### src/rtl/core/owm_pkg.sv
// Types, constants and helpers shared by the single-wire bus master core.
// No dependencies; used by owm_cfg_regs, owm_seq and one_wire_bus_master_core.
`timescale 1ns / 1ps

package owm_pkg;

  localparam int TIMER_BITS = 16;
  localparam int CFG_REGS   = 8;
  localparam int CFG_IDX_W  = 3;
  localparam int CFG_DATA_W = 16;

  localparam logic [31:0] TIMER_MAX = 32'((64'd1 << TIMER_BITS) - 64'd1);

  typedef logic [TIMER_BITS-1:0] timer_t;
  typedef logic [CFG_DATA_W-1:0] cfg_word_t;

  typedef enum logic [1:0] {
    OP_NONE  = 2'd0,
    OP_RESET = 2'd1,
    OP_WRITE = 2'd2,
    OP_READ  = 2'd3
  } op_t;

  typedef enum logic [CFG_IDX_W-1:0] {
    CFG_PRE_HIGH  = 3'd0,
    CFG_RST_LOW   = 3'd1,
    CFG_PDELAY    = 3'd2,
    CFG_PTIMEOUT  = 3'd3,
    CFG_RECOVERY  = 3'd4,
    CFG_SLOT      = 3'd5,
    CFG_WRITE_LOW = 3'd6,
    CFG_READ_LOW  = 3'd7
  } cfg_idx_t;

  typedef enum logic [3:0] {
    PH_IDLE    = 4'd0,
    PH_PRE     = 4'd1,
    PH_RST_LOW = 4'd2,
    PH_PDELAY  = 4'd3,
    PH_PWAIT   = 4'd4,
    PH_RECOV   = 4'd5,
    PH_WLOW    = 4'd6,
    PH_WDATA   = 4'd7,
    PH_RLOW    = 4'd8,
    PH_RDATA   = 4'd9
  } phase_t;

  localparam cfg_word_t CFG_RESET [CFG_REGS] = '{
    16'd10, 16'd600, 16'd100, 16'd480, 16'd400, 16'd60, 16'd2, 16'd5
  };

  typedef struct packed {
    timer_t pre;
    timer_t rst_low;
    timer_t pdelay;
    timer_t pwait;
    timer_t recov;
    timer_t slot;
    timer_t wlow;
    timer_t rlow;
  } len_t;

  typedef struct packed {
    op_t        opcode;
    logic [7:0] write_data;
    logic       line_level;
  } item_t;

  typedef struct packed {
    logic       drive_low;
    logic       busy;
    logic       done;
    logic [7:0] read_byte;
    logic       presence;
  } res_t;

  // Clamp a register value to the timer range, optionally forcing at least one tick.
  function automatic timer_t clamp_len(input cfg_word_t v, input logic min_one);
    logic [31:0] w;
    w = 32'(v);
    if (w > TIMER_MAX) w = TIMER_MAX;
    if (min_one && (w == 32'd0)) w = 32'd1;
    return w[TIMER_BITS-1:0];
  endfunction

endpackage

### src/rtl/core/owm_cfg_regs.sv
// Timing register file of the bus master; presents clamped phase lengths.
// Depends on owm_pkg.
`timescale 1ns / 1ps

module owm_cfg_regs (
  input  logic                            clk,
  input  logic                            rst_n,
  input  logic                            cfg_valid,
  output logic                            cfg_ready,
  input  logic [owm_pkg::CFG_IDX_W-1:0]   cfg_index,
  input  logic [owm_pkg::CFG_DATA_W-1:0]  cfg_data,
  output owm_pkg::len_t                   len
);

  owm_pkg::cfg_word_t cfg_r [owm_pkg::CFG_REGS];

  assign cfg_ready = 1'b1;

  always_ff @(posedge clk) begin
    if (!rst_n) begin
      for (int i = 0; i < owm_pkg::CFG_REGS; i++) begin
        cfg_r[i] <= owm_pkg::CFG_RESET[i];
      end
    end else if (cfg_valid && cfg_ready) begin
      cfg_r[cfg_index] <= cfg_data;
    end
  end

  always_comb begin
    len.pre     = owm_pkg::clamp_len(cfg_r[owm_pkg::CFG_PRE_HIGH],  1'b0);
    len.rst_low = owm_pkg::clamp_len(cfg_r[owm_pkg::CFG_RST_LOW],   1'b1);
    len.pdelay  = owm_pkg::clamp_len(cfg_r[owm_pkg::CFG_PDELAY],    1'b0);
    len.pwait   = owm_pkg::clamp_len(cfg_r[owm_pkg::CFG_PTIMEOUT],  1'b1);
    len.recov   = owm_pkg::clamp_len(cfg_r[owm_pkg::CFG_RECOVERY],  1'b0);
    len.slot    = owm_pkg::clamp_len(cfg_r[owm_pkg::CFG_SLOT],      1'b1);
    len.wlow    = owm_pkg::clamp_len(cfg_r[owm_pkg::CFG_WRITE_LOW], 1'b1);
    len.rlow    = owm_pkg::clamp_len(cfg_r[owm_pkg::CFG_READ_LOW],  1'b1);
  end

endmodule

### src/rtl/core/owm_seq.sv
// Bus sequencer: phase, tick timer, bit counter and shift byte, advanced one tick per step.
// Depends on owm_pkg; lengths come from owm_cfg_regs.
`timescale 1ns / 1ps

module owm_seq (
  input  logic          clk,
  input  logic          rst_n,
  input  logic          step,
  input  owm_pkg::item_t item,
  input  owm_pkg::len_t  len,
  output owm_pkg::res_t  res
);

  owm_pkg::phase_t phase_r, phase_nxt;
  owm_pkg::timer_t tick_r, tick_nxt;
  logic [2:0]      bit_r, bit_nxt;
  logic [7:0]      shift_r, shift_nxt;
  logic            pres_r, pres_nxt;
  logic [7:0]      last_read_r, last_read_nxt;

  function automatic owm_pkg::timer_t phase_len(input owm_pkg::phase_t p,
                                                input owm_pkg::len_t l);
    owm_pkg::timer_t v;
    case (p)
      owm_pkg::PH_PRE:     v = l.pre;
      owm_pkg::PH_RST_LOW: v = l.rst_low;
      owm_pkg::PH_PDELAY:  v = l.pdelay;
      owm_pkg::PH_PWAIT:   v = l.pwait;
      owm_pkg::PH_RECOV:   v = l.recov;
      owm_pkg::PH_WDATA:   v = l.slot;
      owm_pkg::PH_RDATA:   v = l.slot;
      owm_pkg::PH_WLOW:    v = l.wlow;
      owm_pkg::PH_RLOW:    v = l.rlow;
      default:             v = owm_pkg::timer_t'(1);
    endcase
    return v;
  endfunction

  // Skippable phases of zero length fall through to the following phase.
  function automatic owm_pkg::phase_t enter(input owm_pkg::phase_t p,
                                            input owm_pkg::len_t l);
    owm_pkg::phase_t q;
    q = p;
    if (p == owm_pkg::PH_PRE && l.pre == '0) q = owm_pkg::PH_RST_LOW;
    else if (p == owm_pkg::PH_PDELAY && l.pdelay == '0) q = owm_pkg::PH_PWAIT;
    else if (p == owm_pkg::PH_RECOV && l.recov == '0) q = owm_pkg::PH_IDLE;
    return q;
  endfunction

  always_ff @(posedge clk) begin
    if (!rst_n) begin
      phase_r     <= owm_pkg::PH_IDLE;
      tick_r      <= '0;
      bit_r       <= '0;
      shift_r     <= '0;
      pres_r      <= 1'b0;
      last_read_r <= '0;
    end else if (step) begin
      phase_r     <= phase_nxt;
      tick_r      <= tick_nxt;
      bit_r       <= bit_nxt;
      shift_r     <= shift_nxt;
      pres_r      <= pres_nxt;
      last_read_r <= last_read_nxt;
    end
  end

  always_comb begin
    owm_pkg::phase_t           ph;
    logic [owm_pkg::TIMER_BITS:0] cnt;
    logic                      ends;
    logic                      busy;
    logic                      drive;

    ph            = phase_r;
    tick_nxt      = tick_r;
    bit_nxt       = bit_r;
    shift_nxt     = shift_r;
    pres_nxt      = pres_r;
    last_read_nxt = last_read_r;
    drive         = 1'b0;

    if (phase_r == owm_pkg::PH_IDLE && item.opcode != owm_pkg::OP_NONE) begin
      bit_nxt  = '0;
      tick_nxt = '0;
      case (item.opcode)
        owm_pkg::OP_RESET: begin
          pres_nxt = 1'b0;
          ph       = enter(owm_pkg::PH_PRE, len);
        end
        owm_pkg::OP_WRITE: begin
          shift_nxt = item.write_data;
          ph        = owm_pkg::PH_WLOW;
        end
        default: begin
          shift_nxt = '0;
          ph        = owm_pkg::PH_RLOW;
        end
      endcase
    end

    busy      = (ph != owm_pkg::PH_IDLE);
    cnt       = {1'b0, tick_nxt} + {{owm_pkg::TIMER_BITS{1'b0}}, 1'b1};
    ends      = (cnt >= {1'b0, phase_len(ph, len)});
    phase_nxt = ph;
    if (!ends) tick_nxt = cnt[owm_pkg::TIMER_BITS-1:0];

    case (ph)
      owm_pkg::PH_IDLE: begin
        tick_nxt = tick_r;
        if (phase_r == owm_pkg::PH_IDLE && item.opcode != owm_pkg::OP_NONE) tick_nxt = '0;
      end
      owm_pkg::PH_PRE: begin
        if (ends) phase_nxt = owm_pkg::PH_RST_LOW;
      end
      owm_pkg::PH_RST_LOW: begin
        drive = 1'b1;
        if (ends) phase_nxt = enter(owm_pkg::PH_PDELAY, len);
      end
      owm_pkg::PH_PDELAY: begin
        if (ends) phase_nxt = owm_pkg::PH_PWAIT;
      end
      owm_pkg::PH_PWAIT: begin
        if (!item.line_level) begin
          pres_nxt  = 1'b1;
          phase_nxt = enter(owm_pkg::PH_RECOV, len);
          tick_nxt  = '0;
        end else if (ends) begin
          phase_nxt = enter(owm_pkg::PH_RECOV, len);
        end
      end
      owm_pkg::PH_RECOV: begin
        if (ends) phase_nxt = owm_pkg::PH_IDLE;
      end
      owm_pkg::PH_WLOW: begin
        drive = 1'b1;
        if (ends) phase_nxt = owm_pkg::PH_WDATA;
      end
      owm_pkg::PH_WDATA: begin
        drive = ~shift_nxt[0];
        if (ends) begin
          shift_nxt = {1'b0, shift_nxt[7:1]};
          if (bit_nxt == 3'd7) begin
            phase_nxt = owm_pkg::PH_IDLE;
          end else begin
            bit_nxt   = bit_nxt + 3'd1;
            phase_nxt = owm_pkg::PH_WLOW;
          end
        end
      end
      owm_pkg::PH_RLOW: begin
        drive = 1'b1;
        if (ends) phase_nxt = owm_pkg::PH_RDATA;
      end
      owm_pkg::PH_RDATA: begin
        if (tick_r == '0) shift_nxt = {item.line_level, shift_nxt[7:1]};
        if (ends) begin
          if (bit_nxt == 3'd7) begin
            last_read_nxt = shift_nxt;
            phase_nxt     = owm_pkg::PH_IDLE;
          end else begin
            bit_nxt   = bit_nxt + 3'd1;
            phase_nxt = owm_pkg::PH_RLOW;
          end
        end
      end
      default: begin
        phase_nxt = owm_pkg::PH_IDLE;
        tick_nxt  = '0;
      end
    endcase

    if (ends && ph != owm_pkg::PH_IDLE) tick_nxt = '0;

    res.drive_low = drive;
    res.busy      = busy;
    res.done      = busy && (phase_nxt == owm_pkg::PH_IDLE);
    res.read_byte = last_read_nxt;
    res.presence  = pres_nxt;
  end

endmodule

### src/rtl/core/one_wire_bus_master_core.sv
// Top level of the single-wire bus master: input register, sequencer, result register.
// Depends on owm_pkg, owm_cfg_regs and owm_seq.
`timescale 1ns / 1ps
//
// Usage:
//   Each input transfer (in_valid high, in_stall low) is one microsecond tick.
//   It carries the sampled bus level and, while the master is idle, a command:
//   bus reset, write byte (in_write_data, LSB first) or read byte.
//   Each tick yields exactly one result transfer: line drive, busy, a done
//   pulse on the last tick of a command, the last read byte and presence.
//   Timing registers are written on the cfg_ channel (cfg_ready is always high);
//   the user writes them only while no tick is in flight; the block does not enforce it.
// Flow and throughput:
//   A tick waits in the input register; its result goes to the result register and out_ ports.
//   One tick per cycle is sustained while out_stall is low; the sequencer state advances
//   once per tick between the input and result registers.
// Reset:
//   Synchronous, active low. Both stages empty, sequencer idle, all timing
//   registers back to their defaults, read byte and presence cleared.
// Stall:
//   While out_stall holds a result, one more tick waits in the input register;
//   after that in_stall rises until the result is taken.
//
module one_wire_bus_master_core (
  input  logic                            clk,
  input  logic                            rst_n,
  input  logic                            in_valid,
  output logic                            in_stall,
  input  logic [1:0]                      in_opcode,
  input  logic [7:0]                      in_write_data,
  input  logic                            in_line_level,
  output logic                            out_valid,
  input  logic                            out_stall,
  output logic                            out_drive_low,
  output logic                            out_busy_res,
  output logic                            out_done_res,
  output logic [7:0]                      out_read_byte,
  output logic                            out_presence_seen,
  input  logic                            cfg_valid,
  output logic                            cfg_ready,
  input  logic [owm_pkg::CFG_IDX_W-1:0]   cfg_index,
  input  logic [owm_pkg::CFG_DATA_W-1:0]  cfg_data
);

  owm_pkg::item_t item_r, item_nxt;
  logic           item_valid_r, item_valid_nxt;
  owm_pkg::res_t  res_r, res_nxt;
  logic           res_valid_r, res_valid_nxt;
  owm_pkg::len_t  len;
  logic           advance;
  logic           in_xfer;

  owm_cfg_regs u_cfg (
    .clk       (clk),
    .rst_n     (rst_n),
    .cfg_valid (cfg_valid),
    .cfg_ready (cfg_ready),
    .cfg_index (cfg_index),
    .cfg_data  (cfg_data),
    .len       (len)
  );

  owm_seq u_seq (
    .clk   (clk),
    .rst_n (rst_n),
    .step  (advance),
    .item  (item_r),
    .len   (len),
    .res   (res_nxt)
  );

  assign advance  = item_valid_r && (!res_valid_r || !out_stall);
  assign in_stall = item_valid_r && !advance;
  assign in_xfer  = in_valid && !in_stall;

  always_comb begin
    item_valid_nxt = in_xfer || (item_valid_r && !advance);
    res_valid_nxt  = advance || (res_valid_r && out_stall);
    item_nxt       = item_r;
    if (in_xfer) begin
      item_nxt.opcode     = owm_pkg::op_t'(in_opcode);
      item_nxt.write_data = in_write_data;
      item_nxt.line_level = in_line_level;
    end
  end

  always_ff @(posedge clk) begin
    if (!rst_n) begin
      item_valid_r <= 1'b0;
      res_valid_r  <= 1'b0;
    end else begin
      item_valid_r <= item_valid_nxt;
      res_valid_r  <= res_valid_nxt;
    end
  end

  always_ff @(posedge clk) begin
    item_r <= item_nxt;
    if (advance) res_r <= res_nxt;
  end

  assign out_valid         = res_valid_r;
  assign out_drive_low     = res_r.drive_low;
  assign out_busy_res      = res_r.busy;
  assign out_done_res      = res_r.done;
  assign out_read_byte     = res_r.read_byte;
  assign out_presence_seen = res_r.presence;

`ifndef SYNTHESIS
  a_stall_needs_item: assert property (@(posedge clk) disable iff (!rst_n)
    in_stall |-> item_valid_r)
    else $error("input stalled with empty input register");

  a_done_while_busy: assert property (@(posedge clk) disable iff (!rst_n)
    res_valid_r && res_r.done |-> res_r.busy)
    else $error("done result without busy");

  a_drive_while_busy: assert property (@(posedge clk) disable iff (!rst_n)
    res_valid_r && res_r.drive_low |-> res_r.busy)
    else $error("line driven low while idle");

  a_no_item_lost: assert property (@(posedge clk) disable iff (!rst_n)
    item_valid_r && res_valid_r && out_stall |=> item_valid_r)
    else $error("stalled tick dropped from input register");
`endif

endmodule
### config.mk
export PLATFORM = sky130hd
export DESIGN_NAME = one_wire_bus_master_core
export DESIGN_NICKNAME = d
export VERILOG_FILES = /design/src/rtl/core/owm_pkg.sv /design/src/rtl/core/owm_cfg_regs.sv /design/src/rtl/core/owm_seq.sv /design/src/rtl/core/one_wire_bus_master_core.sv
export SDC_FILE = /design/constraint.sdc
export NUM_CORES = 1
export LEC_CHECK = 0
export ABC_AREA = 1
export BUFFER_PORTS_ARGS = -buffer_cell sky130_fd_sc_hd__buf_2
export CAP_MARGIN = 10
export CORE_UTILIZATION = 50
export DETAILED_ROUTE_END_ITERATION = 10
export PLACE_DENSITY = 0.7
export SYNTH_ARGS = -nofsm -noshare
export SYNTH_HDL_FRONTEND = slang
export SYNTH_HIERARCHICAL = 1
export SYNTH_SLANG_ARGS = --single-unit
### constraint.sdc
create_clock -name clk -period 5.9 [get_ports clk]
set_clock_uncertainty 0.2 [all_clocks]
set_input_delay 0.59 -clock clk [delete_from_list [all_inputs] [get_ports clk]]
set_output_delay 0.59 -clock clk [all_outputs]
set_load 0.1 [all_outputs]
After elaboration in Yosys (flattened, before gate mapping)
Memory sizes are Yosys's and may differ from the RTL's.
Cells that the tools add are included.

operators by class
  $add $sub $neg = 2
  order comparisons = 1
  eq/ne operators = 12
  mux-type cells = 53
  bitwise operators = 1
  reduce and logical (&&, ||, !) cells = 32

operators with widths
  cell                                            number
  2-to-1 mux 16 bit                               10
  logical NOT 16 bit                              9
  case mux 16 bit (8 select lines)                1
  2-to-1 mux 4 bit                                12
  2-to-1 mux 8 bit                                6
  case mux 16 bit (3 select lines)                1
  case mux 4 bit (10 select lines)                1
  case mux 8 bit (2 select lines)                 2
  2-to-1 mux 3 bit                                8
  adder 16 x 1 -> 17 bit (second input constant)  1
  greater-or-equal comparator 17 x 16 -> 1 bit    1
  == test 4 x 3 -> 1 bit (second input constant)  4
  OR reduction 16 bit                             1
  logical NOT 4 bit                               3
  2-to-1 mux 1 bit                                9
  == test 4 x 2 -> 1 bit (second input constant)  2
  == test 4 bit (second input constant)           2
  case mux 4 bit (2 select lines)                 1
  OR reduction 8 bit                              1
  logical AND 1 bit                               7
  == test 4 x 1 -> 1 bit (second input constant)  1
  logical NOT 1 bit                               4
  nonzero test 4 bit                              1
  adder 3 x 1 -> 3 bit (second input constant)    1
  other kinds (10)                                12

storage, ports and cells
  register bits after elaboration = 65
  bits in writable memories = 128
  output and inout bits = 15
  word-level logic and storage cells = 118
  memories = 1

memory list
  name         depth  bits a word  read ports  clocked after memory_dff  wr ports  RTL line            source
  u_cfg.cfg_r  8      16           8           0                         8         owm_cfg_regs.sv:15  owm_pkg::cfg_word_t cfg_r [owm_pkg::CFG_REGS];

Depth between registers and ports, before layout
Gate-level depths: netlist (run 1).
An unclocked memory read counts as a cell.

  depth after elaboration = 14
  gate-level depth with buffers = 38

Cells and area by module
The synthesis (run 1) kept the hierarchy.

modules (own cells, without submodules)
  module                    times used  cells each  area each (sq um)  seq. area each (sq um)
  owm_cfg_regs              1           477         5,277.6            3,843.7
  owm_seq                   1           785         4,778.3            800.8
  one_wire_bus_master_core  1           36          785.8              730.7

Worst setup path before layout (run 1)
OpenSTA, ideal clock, no wires.

  kind = register to register
  start = register item_r[9] (netlist bit)
  end = register res_r (netlist bit out_done_res), data pin
  setup time = 138 ps
  arrival = 3,783 ps
  path slack = 1,779 ps
  cell stages (with the launch flop) = 34
  buffers on the path = 3
  clock period less this slack = 4,121 ps
  path through = edfxtp_1 > inv_1 > ha_1 > nor2_4 > nand3_4 > buf_6 > buf_2 > nand2_1 > inv_1 > ha_1 > nand3_1 > nor3_1 > xor2_1 > inv_1 > ha_1 > nand2_1 > nor2_1 > nand3b_1 > nand3_1 > nand2_1 > nand2_1 > nand2_1 > nand2_1 > nand2_1 > nand2_4 > buf_6 > nand2_1 > nand2_1 > nand2_1 > inv_1 > nand2_1 > nor2_1 > nand2_1 > nor2_1

RTL lines
  element                 RTL line                        source
  start, declared         one_wire_bus_master_core.sv:45  owm_pkg::item_t item_r, item_nxt;
  start signal, assigned  one_wire_bus_master_core.sv:98  item_r <= item_nxt;
  end signal, assigned    one_wire_bus_master_core.sv:99  if (advance) res_r <= res_nxt;
  end, declared           one_wire_bus_master_core.sv:47  owm_pkg::res_t res_r, res_nxt;

Final worst setup path (run 1)
  start = register item_r[10] (netlist bit)
  end = register u_seq.tick_r[6]

between the ends
  longest elaborated chain between the ends = 11

ends and longest elaborated chain
  element                                                                      RTL line                                      source
  == test 2 bit (tied with other cells)                                        owm_seq.sv:86                                 case (item.opcode)
  case mux 4 bit (2 select lines) / logical AND 1 bit (equally long branches)  owm_seq.sv:86, owm_seq.sv:83, owm_seq.sv:111
  2-to-1 mux 4 bit                                                             owm_seq.sv:83                                 if (phase_r == owm_pkg::PH_IDLE && item.opcode != owm_pkg::OP_NONE) begin
  == test 4 x 3 -> 1 bit / == test 4 bit (equally long branches)               owm_seq.sv:24, owm_seq.sv:108
  OR reduction 2 bit (no source line)                                          -
  case mux 16 bit (8 select lines)                                             owm_seq.sv:24                                 case (p)
  greater-or-equal comparator 17 x 16 -> 1 bit                                 owm_seq.sv:104                                ends = (cnt >= {1'b0, phase_len(ph, len)});
  2-to-1 mux 16 bit                                                            owm_seq.sv:106                                if (!ends) tick_nxt = cnt[owm_pkg::TIMER_BITS-1:0];
  2-to-1 mux 16 bit                                                            owm_seq.sv:124                                if (!item.line_level) begin
  case mux 16 bit (3 select lines)                                             owm_seq.sv:108                                case (ph)
  2-to-1 mux 16 bit *                                                          owm_seq.sv:173                                if (ends && ph != owm_pkg::PH_IDLE) tick_nxt = '0;
  end signal, assigned                                                         owm_seq.sv:60                                 tick_r <= tick_nxt;
  end, declared                                                                owm_seq.sv:15                                 owm_pkg::timer_t tick_r, tick_nxt;

Mark *: on every way between the ends. The rest lies on a longest branch, timed or not.
A chain may end at the register's enable or synchronous reset.

==> flow_summary.json, run 1 <==
{
  "status": "finished clean",
  "tns_ps": 0,
  "worstPathRequired_ps": 6070,
  "numCtsBuffers": 17,
  "syn_inst": 1298,
  "relSlewSlack_pct": 50.63,
  "gp_congestion": 0.9355,
  "hp-class": "in -> reg",
  "setup_viol": 0,
  "cts_resized": 0,
  "clkSinkCount": 193,
  "power.leakage_nw": 4.980,
  "root_buffer": "clkbuf_16",
  "drive_above_1_share_pct": 13.06,
  "crit_fanout": 24,
  "fin_ws_ps": 472.4,
  "cellPowerDensity_nw_per_um2": 288.7,
  "busiest_layer": "met2",
  "cap_violations": 0,
  "antenna_found_initial": 0,
  "dieArea_um2": 22280,
  "n_fill_cell": 1976,
  "place.port_buffers": 48,
  "crit_path_start_kind": "register",
  "netlist_area_um2": 10840,
  "drc": 0,
  "drt_pass1_iterations": 5,
  "wl_per_cell_um": 18.75,
  "met1_usage_pct": 35.83,
  "dp_hpwl_um": 21510,
  "drtIter0Drc": 658,
  "cp.arrival_ps": 5600,
  "synth.largest_area_cell": "edfxtp_1",
  "cts_hold_buffers": 0,
  "grt_max_degree": 31,
  "critical_path_class": "reg -> reg",
  "fmaxAchievable_mhz": 184.2,
  "hold_viol_final": 0,
  "grt_overflow_total": 0,
  "first_global_vias": 8199,
  "postSynthAreaPerCell_um2": 8.353,
  "ir_drop_uv": 191.6,
  "crit_path_end_kind": "register",
  "synth_nets": 1354,
  "cts_tree": "built",
  "cts_max_path_buffers": 2,
  "die_x_um": 149.3,
  "htreeDepth": 4,
  "clk_pin_slew_ps": 70,
  "multi_input_area_um2": 4390,
  "areaGrowthSynthToFinish_pct": 6.452,
  "dpl_worst_slack_ps": 588.9,
  "ys_types": 51,
  "netlist.area_leader.share_pct": 41.82,
  "wirelength_um": 28990,
  "ys_ff_latch": 193,
  "floorplan.initialDensity_pct": 51.25,
  "ios": 50,
  "period_share_pct": 91.99,
  "use_met2_pct": 45.81,
  "met3_usage_pct": 3.761,
  "grt.total_usage_pct": 27.30,
  "clk_latency_ps": 450,
  "finalMaxSlewViolations": 0,
  "fin_nets": 1314,
  "diodes": 0,
  "yosysWarnings": 6,
  "ff2ff_setup_slack_ps": 470,
  "grt_pass1_wl_um": 45500,
  "std_cell_rows": 53,
  "regArea_um2": 5375,
  "design.core.area_um2": 21150,
  "ys_seq_area_share_pct": 49.58,
  "yosys-top-cells-area": "edfxtp_1, nand2_1, dfxtp_1",
  "antenna_left": 0,
  "worst_slew_pin_slew_ps": 738.8,
  "rsz0062_at_grt": "no",
  "vias_per_cell": 5.568,
  "die_y_um": 149.3,
  "vias": 8608,
  "layout_min_cycle_time_ps": 5428,
  "post_cts_buffers": 0
}
path summary, 6_finish.rpt:
check,from,depth (start not counted),end
worst max register to register,item_r[10],27,u_seq/tick_r[6]
worst min-delay path,in_write_data[3],1,item_r[4]
worst min register to register,u_seq/bit_r[1],2,u_seq/bit_r[1]
worst max-delay path,item_r[10],27,u_seq/tick_r[6]
power breakdown:
group / switching (mW) / total (mW) / internal (mW)
clock network: 0.589 / 1.16 / 0.570
registers: 0.0507 / 1.60 / 1.55
logic: 0.418 / 0.573 / 0.156
total: 1.06 / 3.33 / 2.27
stage by stage:
step                util [%]  instance area [um2]  cells  power [mW]  hold slack (ps)
floorplan                  -                10840   1298       2.060            245.4
global placement       51.74                10950   1514       2.189            260.7
detailed placement     51.74                10950   1514       2.195            267.2
CTS                    54.54                11540   1546       3.334            106.5
global route           54.56                11540   1546       3.457            110.4
finish                 54.56                11540   1546       3.332            121.1
registers in the layout, indices dropped and copies added (netlist names):
register	flops
item_valid_r	1
u_seq/shift_r	8
u_cfg/cfg_r	128
u_seq/pres_r	1
out_busy_res	1
out_drive_low	1
u_seq/tick_r	16
out_read_byte	8
item_r	11
u_seq/last_read_r	8
u_seq/bit_r	3
u_seq/phase_r	4
out_valid	1
out_done_res	1
out_presence_seen	1
layer usage:
metal | wire, um | vias up
li1 | - | 4146
met1 | 12530 | 4081
met2 | 13970 | 329
met3 | 1649 | 52
met4 | 835 | 0
met5 | 0 | -
Yosys cell counts, drive strengths merged:
| cell type | instances |
|---|---|
| nor3b | 1 |
| or2 | 1 |
| or4 | 1 |
| a22o | 2 |
| o221ai | 1 |
| nor2 | 215 |
| o211ai | 4 |
| nand3b | 8 |
| inv | 146 |
| a31oi | 7 |
| o21bai | 1 |
| clkbuf | 89 |
| conb | 1 |
| nor3 | 19 |
| nor4 | 8 |
| buf | 23 |
| o2111ai | 2 |
| dfxtp | 42 |
| ha | 21 |
| a22oi | 10 |
| nand3 | 60 |
| a21o | 1 |
| xor2 | 8 |
| xnor2 | 1 |
| o21ai | 48 |
| mux2i | 6 |
| clkinv | 2 |
| nand2 | 318 |
| a211oi | 4 |
| a21oi | 46 |
| edfxtp | 151 |
| nand2b | 6 |
| nand4 | 29 |
| a32o | 16 |
area by class of cell:
type | count | share of cell area, %
flip-flops and latches | 193 | 46.57
well taps | 275 | 2.981
clock buffers | 17 | 3.686
clock inverters | 15 | 1.442
inverters | 148 | 4.868
repair buffers | 53 | 2.407
multi-input cells | 845 | 38.04
kinds of logic (layout without fill, tap and decap cells):
kind of cell	count (synthesis)	count (layout)	share of synthesized area, %
and+or+nand+nor	666	666	27.74
buffers and inverters	260	233	9.960
DFF	193	193	49.58
AOI/OAI and AO/OA	142	142	8.979
adders and majority gates	21	21	2.424
xor gates and xnor gates	9	9	0.7271
muxes	6	6	0.5540
other	1	1	0.03459
worst max-delay path: stages (launching register included):
cell and delay (ps):
edfxtp_1 410, inv_1 100, ha_1 200, nor2_4 70, nand3_4 250, inv_1 150, o21ai_4 220, inv_1 90
nor2_1 240, inv_1 90, nor2_2 540, nand2_1 220, nand4_1 190, nor3_1 70, ha_1 320, a21oi_1 160
nor3_1 60, nor3_1 130, nand2_1 70, nand2_1 50, nand2_1 40, nand2_1 240, nand2_4 260, inv_4 230
nand2_4 80, a21oi_4 380, nand2_1 140, a21oi_2 150
placed cells by master (no fill, tap or decap), types with 21 or more instances in the layout:
master,n
a21oi_1,30
edfxtp_1,151
nand3_1,57
nand4_1,28
buf_2,48
inv_1,138
dfxtp_1,42
nand2_1,291
o21ai_0,27
nor2_1,199
ha_1,21
Note: power is estimated with default switching activity, not from simulation.
==> run 2, diff against run 1 <==
CORE_UTILIZATION = 55   (was 50)
PLACE_DENSITY = 0.76   (was 0.7)
==> run 2 against run 1 <==
  * Die area decreased by 9.0%
  * Count of clock-buffer cells in the layout unchanged
  * Fmax increased by 0.83%
  * Final area increased by 0.27%
  * Critical path depth increased by 4
  * Cell count decreased by 0.91%
  * First-iteration DRC count increased by 39%
  * Setup slack improved by 45 ps
  * Global-route usage increased by 1.1 points
  * Critical endpoint is now u_seq/tick_r[8]
  * Largest cell class unchanged
  * Largest power group unchanged
==> flow_summary.json, run 2 (synthesis results as in run 1) <==
{
  "status": "finished clean",
  "cellPowerDensity_nw_per_um2": 292.8,
  "layout_min_cycle_time_ps": 5383,
  "design.core.area_um2": 19020,
  "fin_nets": 1315,
  "relSlewSlack_pct": 47.34,
  "reg_top3": "u_cfg/cfg_r: 128 flops, u_seq/tick_r: 16 flops, item_r: 11 flops",
  "fin_ws_ps": 517.1,
  "ios": 50,
  "use_met2_pct": 46.93,
  "dpl_worst_slack_ps": 598.2,
  "vias_per_cell": 5.678,
  "setup_viol": 0,
  "tns_ps": 0,
  "htreeDepth": 4,
  "grt_max_degree": 32,
  "crit_top_cell": "nand2_1",
  "multi_input_area_um2": 4390,
  "cap_violations": 0,
  "cts_max_path_buffers": 2,
  "std_cell_rows": 50,
  "grt_pass1_wl_um": 43130,
  "dieArea_um2": 20280,
  "drive_above_1_share_pct": 13.13,
  "busiest_layer": "met2",
  "numCtsBuffers": 17,
  "floorplan.initialDensity_pct": 57.01,
  "n_fill_cell": 1647,
  "power.leakage_nw": 5.014,
  "die_x_um": 142.4,
  "post_cts_buffers": 0,
  "crit_path_end_kind": "register",
  "clk_pin_slew_ps": 70,
  "finalMaxSlewViolations": 0,
  "drc": 0,
  "antenna_left": 0,
  "first_global_vias": 8218,
  "grt_overflow_total": 0,
  "fmaxAchievable_mhz": 185.8,
  "antenna_found_initial": 0,
  "die_y_um": 142.4,
  "hp-class": "in -> reg",
  "critical_path_class": "reg -> reg",
  "final_cell_mix": "nand2_1, nor2_1, edfxtp_1",
  "dp_hpwl_um": 19820,
  "wirelength_um": 27400,
  "clk_latency_ps": 440,
  "grt.total_usage_pct": 28.37,
  "cts_hold_buffers": 0,
  "slowest_delay_ps": 440,
  "crit_fanout": 24,
  "cp.arrival_ps": 5560,
  "regArea_um2": 5375,
  "cts_tree": "built",
  "worst_slew_pin_slew_ps": 788.1,
  "met3_usage_pct": 5.754,
  "period_share_pct": 91.24,
  "largest_register_ff_count": 128,
  "wl_per_cell_um": 17.88,
  "clkSinkCount": 193,
  "vias": 8699,
  "ir_drop_uv": 238.0,
  "top_register": "u_cfg/cfg_r",
  "hold_viol_final": 0,
  "place.port_buffers": 48,
  "slowest_stage": "inv_1",
  "crit_path_start_kind": "register",
  "final_common_cell": "nand2_1",
  "drtIter0Drc": 917,
  "drt_pass1_iterations": 5,
  "cts_resized": 0,
  "areaGrowthSynthToFinish_pct": 6.739,
  "diodes": 0,
  "rsz0062_at_grt": "no",
  "worstPathRequired_ps": 6080,
  "met1_usage_pct": 36.17,
  "root_buffer": "clkbuf_16",
  "gp_congestion": 0.9906
}
## run 2: layer usage
layer	vias up	wire length [um]	share of wire [%]
li1	4146	-	-
met1	4036	11010	40
met2	455	13150	48
met3	62	2244	8.2
met4	0	992	3.6
met5	-	0	0
## run 2: path summary, 6_finish.rpt
path                     end  slack [ps]  cells past startpoint        startpoint
min reg2reg   u_seq/bit_r[1]         290                      2    u_seq/bit_r[1]
max reg2reg  u_seq/tick_r[8]         520                     31         item_r[9]
min                item_r[8]         120                      1  in_write_data[7]
max          u_seq/tick_r[8]         520                     31         item_r[9]
## run 2: through the flow
step / total power [mW] / instance area, um2 / util [%] / hold WS [ps] / cells
2_1_floorplan: 2.060 / 10840 / - / 245.4 / 1298
3_3_place_gp: 2.180 / 10930 / 57.45 / 256.1 / 1499
3_5_place_dp: 2.188 / 10930 / 57.45 / 268.5 / 1499
4_1_cts: 3.389 / 11540 / 60.70 / 101.6 / 1531
5_1_grt: 3.519 / 11570 / 60.85 / 101.6 / 1532
6_report: 3.389 / 11570 / 60.85 / 120.7 / 1532
## run 2: where the power goes
part           switching (mW)  leakage (nW)  total [mW]  internal (mW)
combinational           0.422          2.91       0.579          0.157
clock                   0.564         0.303        1.21          0.650
sequential             0.0466          1.80        1.60           1.55
## run 2: worst max-delay path, delay by kind of cell, from the launching register on
family | cells | cell delay (ps)
buffers and inverters | 6 | 1040
flip-flops | 1 | 400
adder cells (fa/ha/maj) | 2 | 500
AND/OR/NAND/NOR | 19 | 2360
AO/OA/AOI/OAI | 4 | 790
## run 2: final cells by class
cell class              instances  area share [%]
flip-flops and latches        193           46.45
clock buffers                  17           3.676
clock inverters                15           1.665
well taps                     260           2.811
inverters                     148           4.822
repair buffers                 54           2.638
multi-input cells             845           37.94
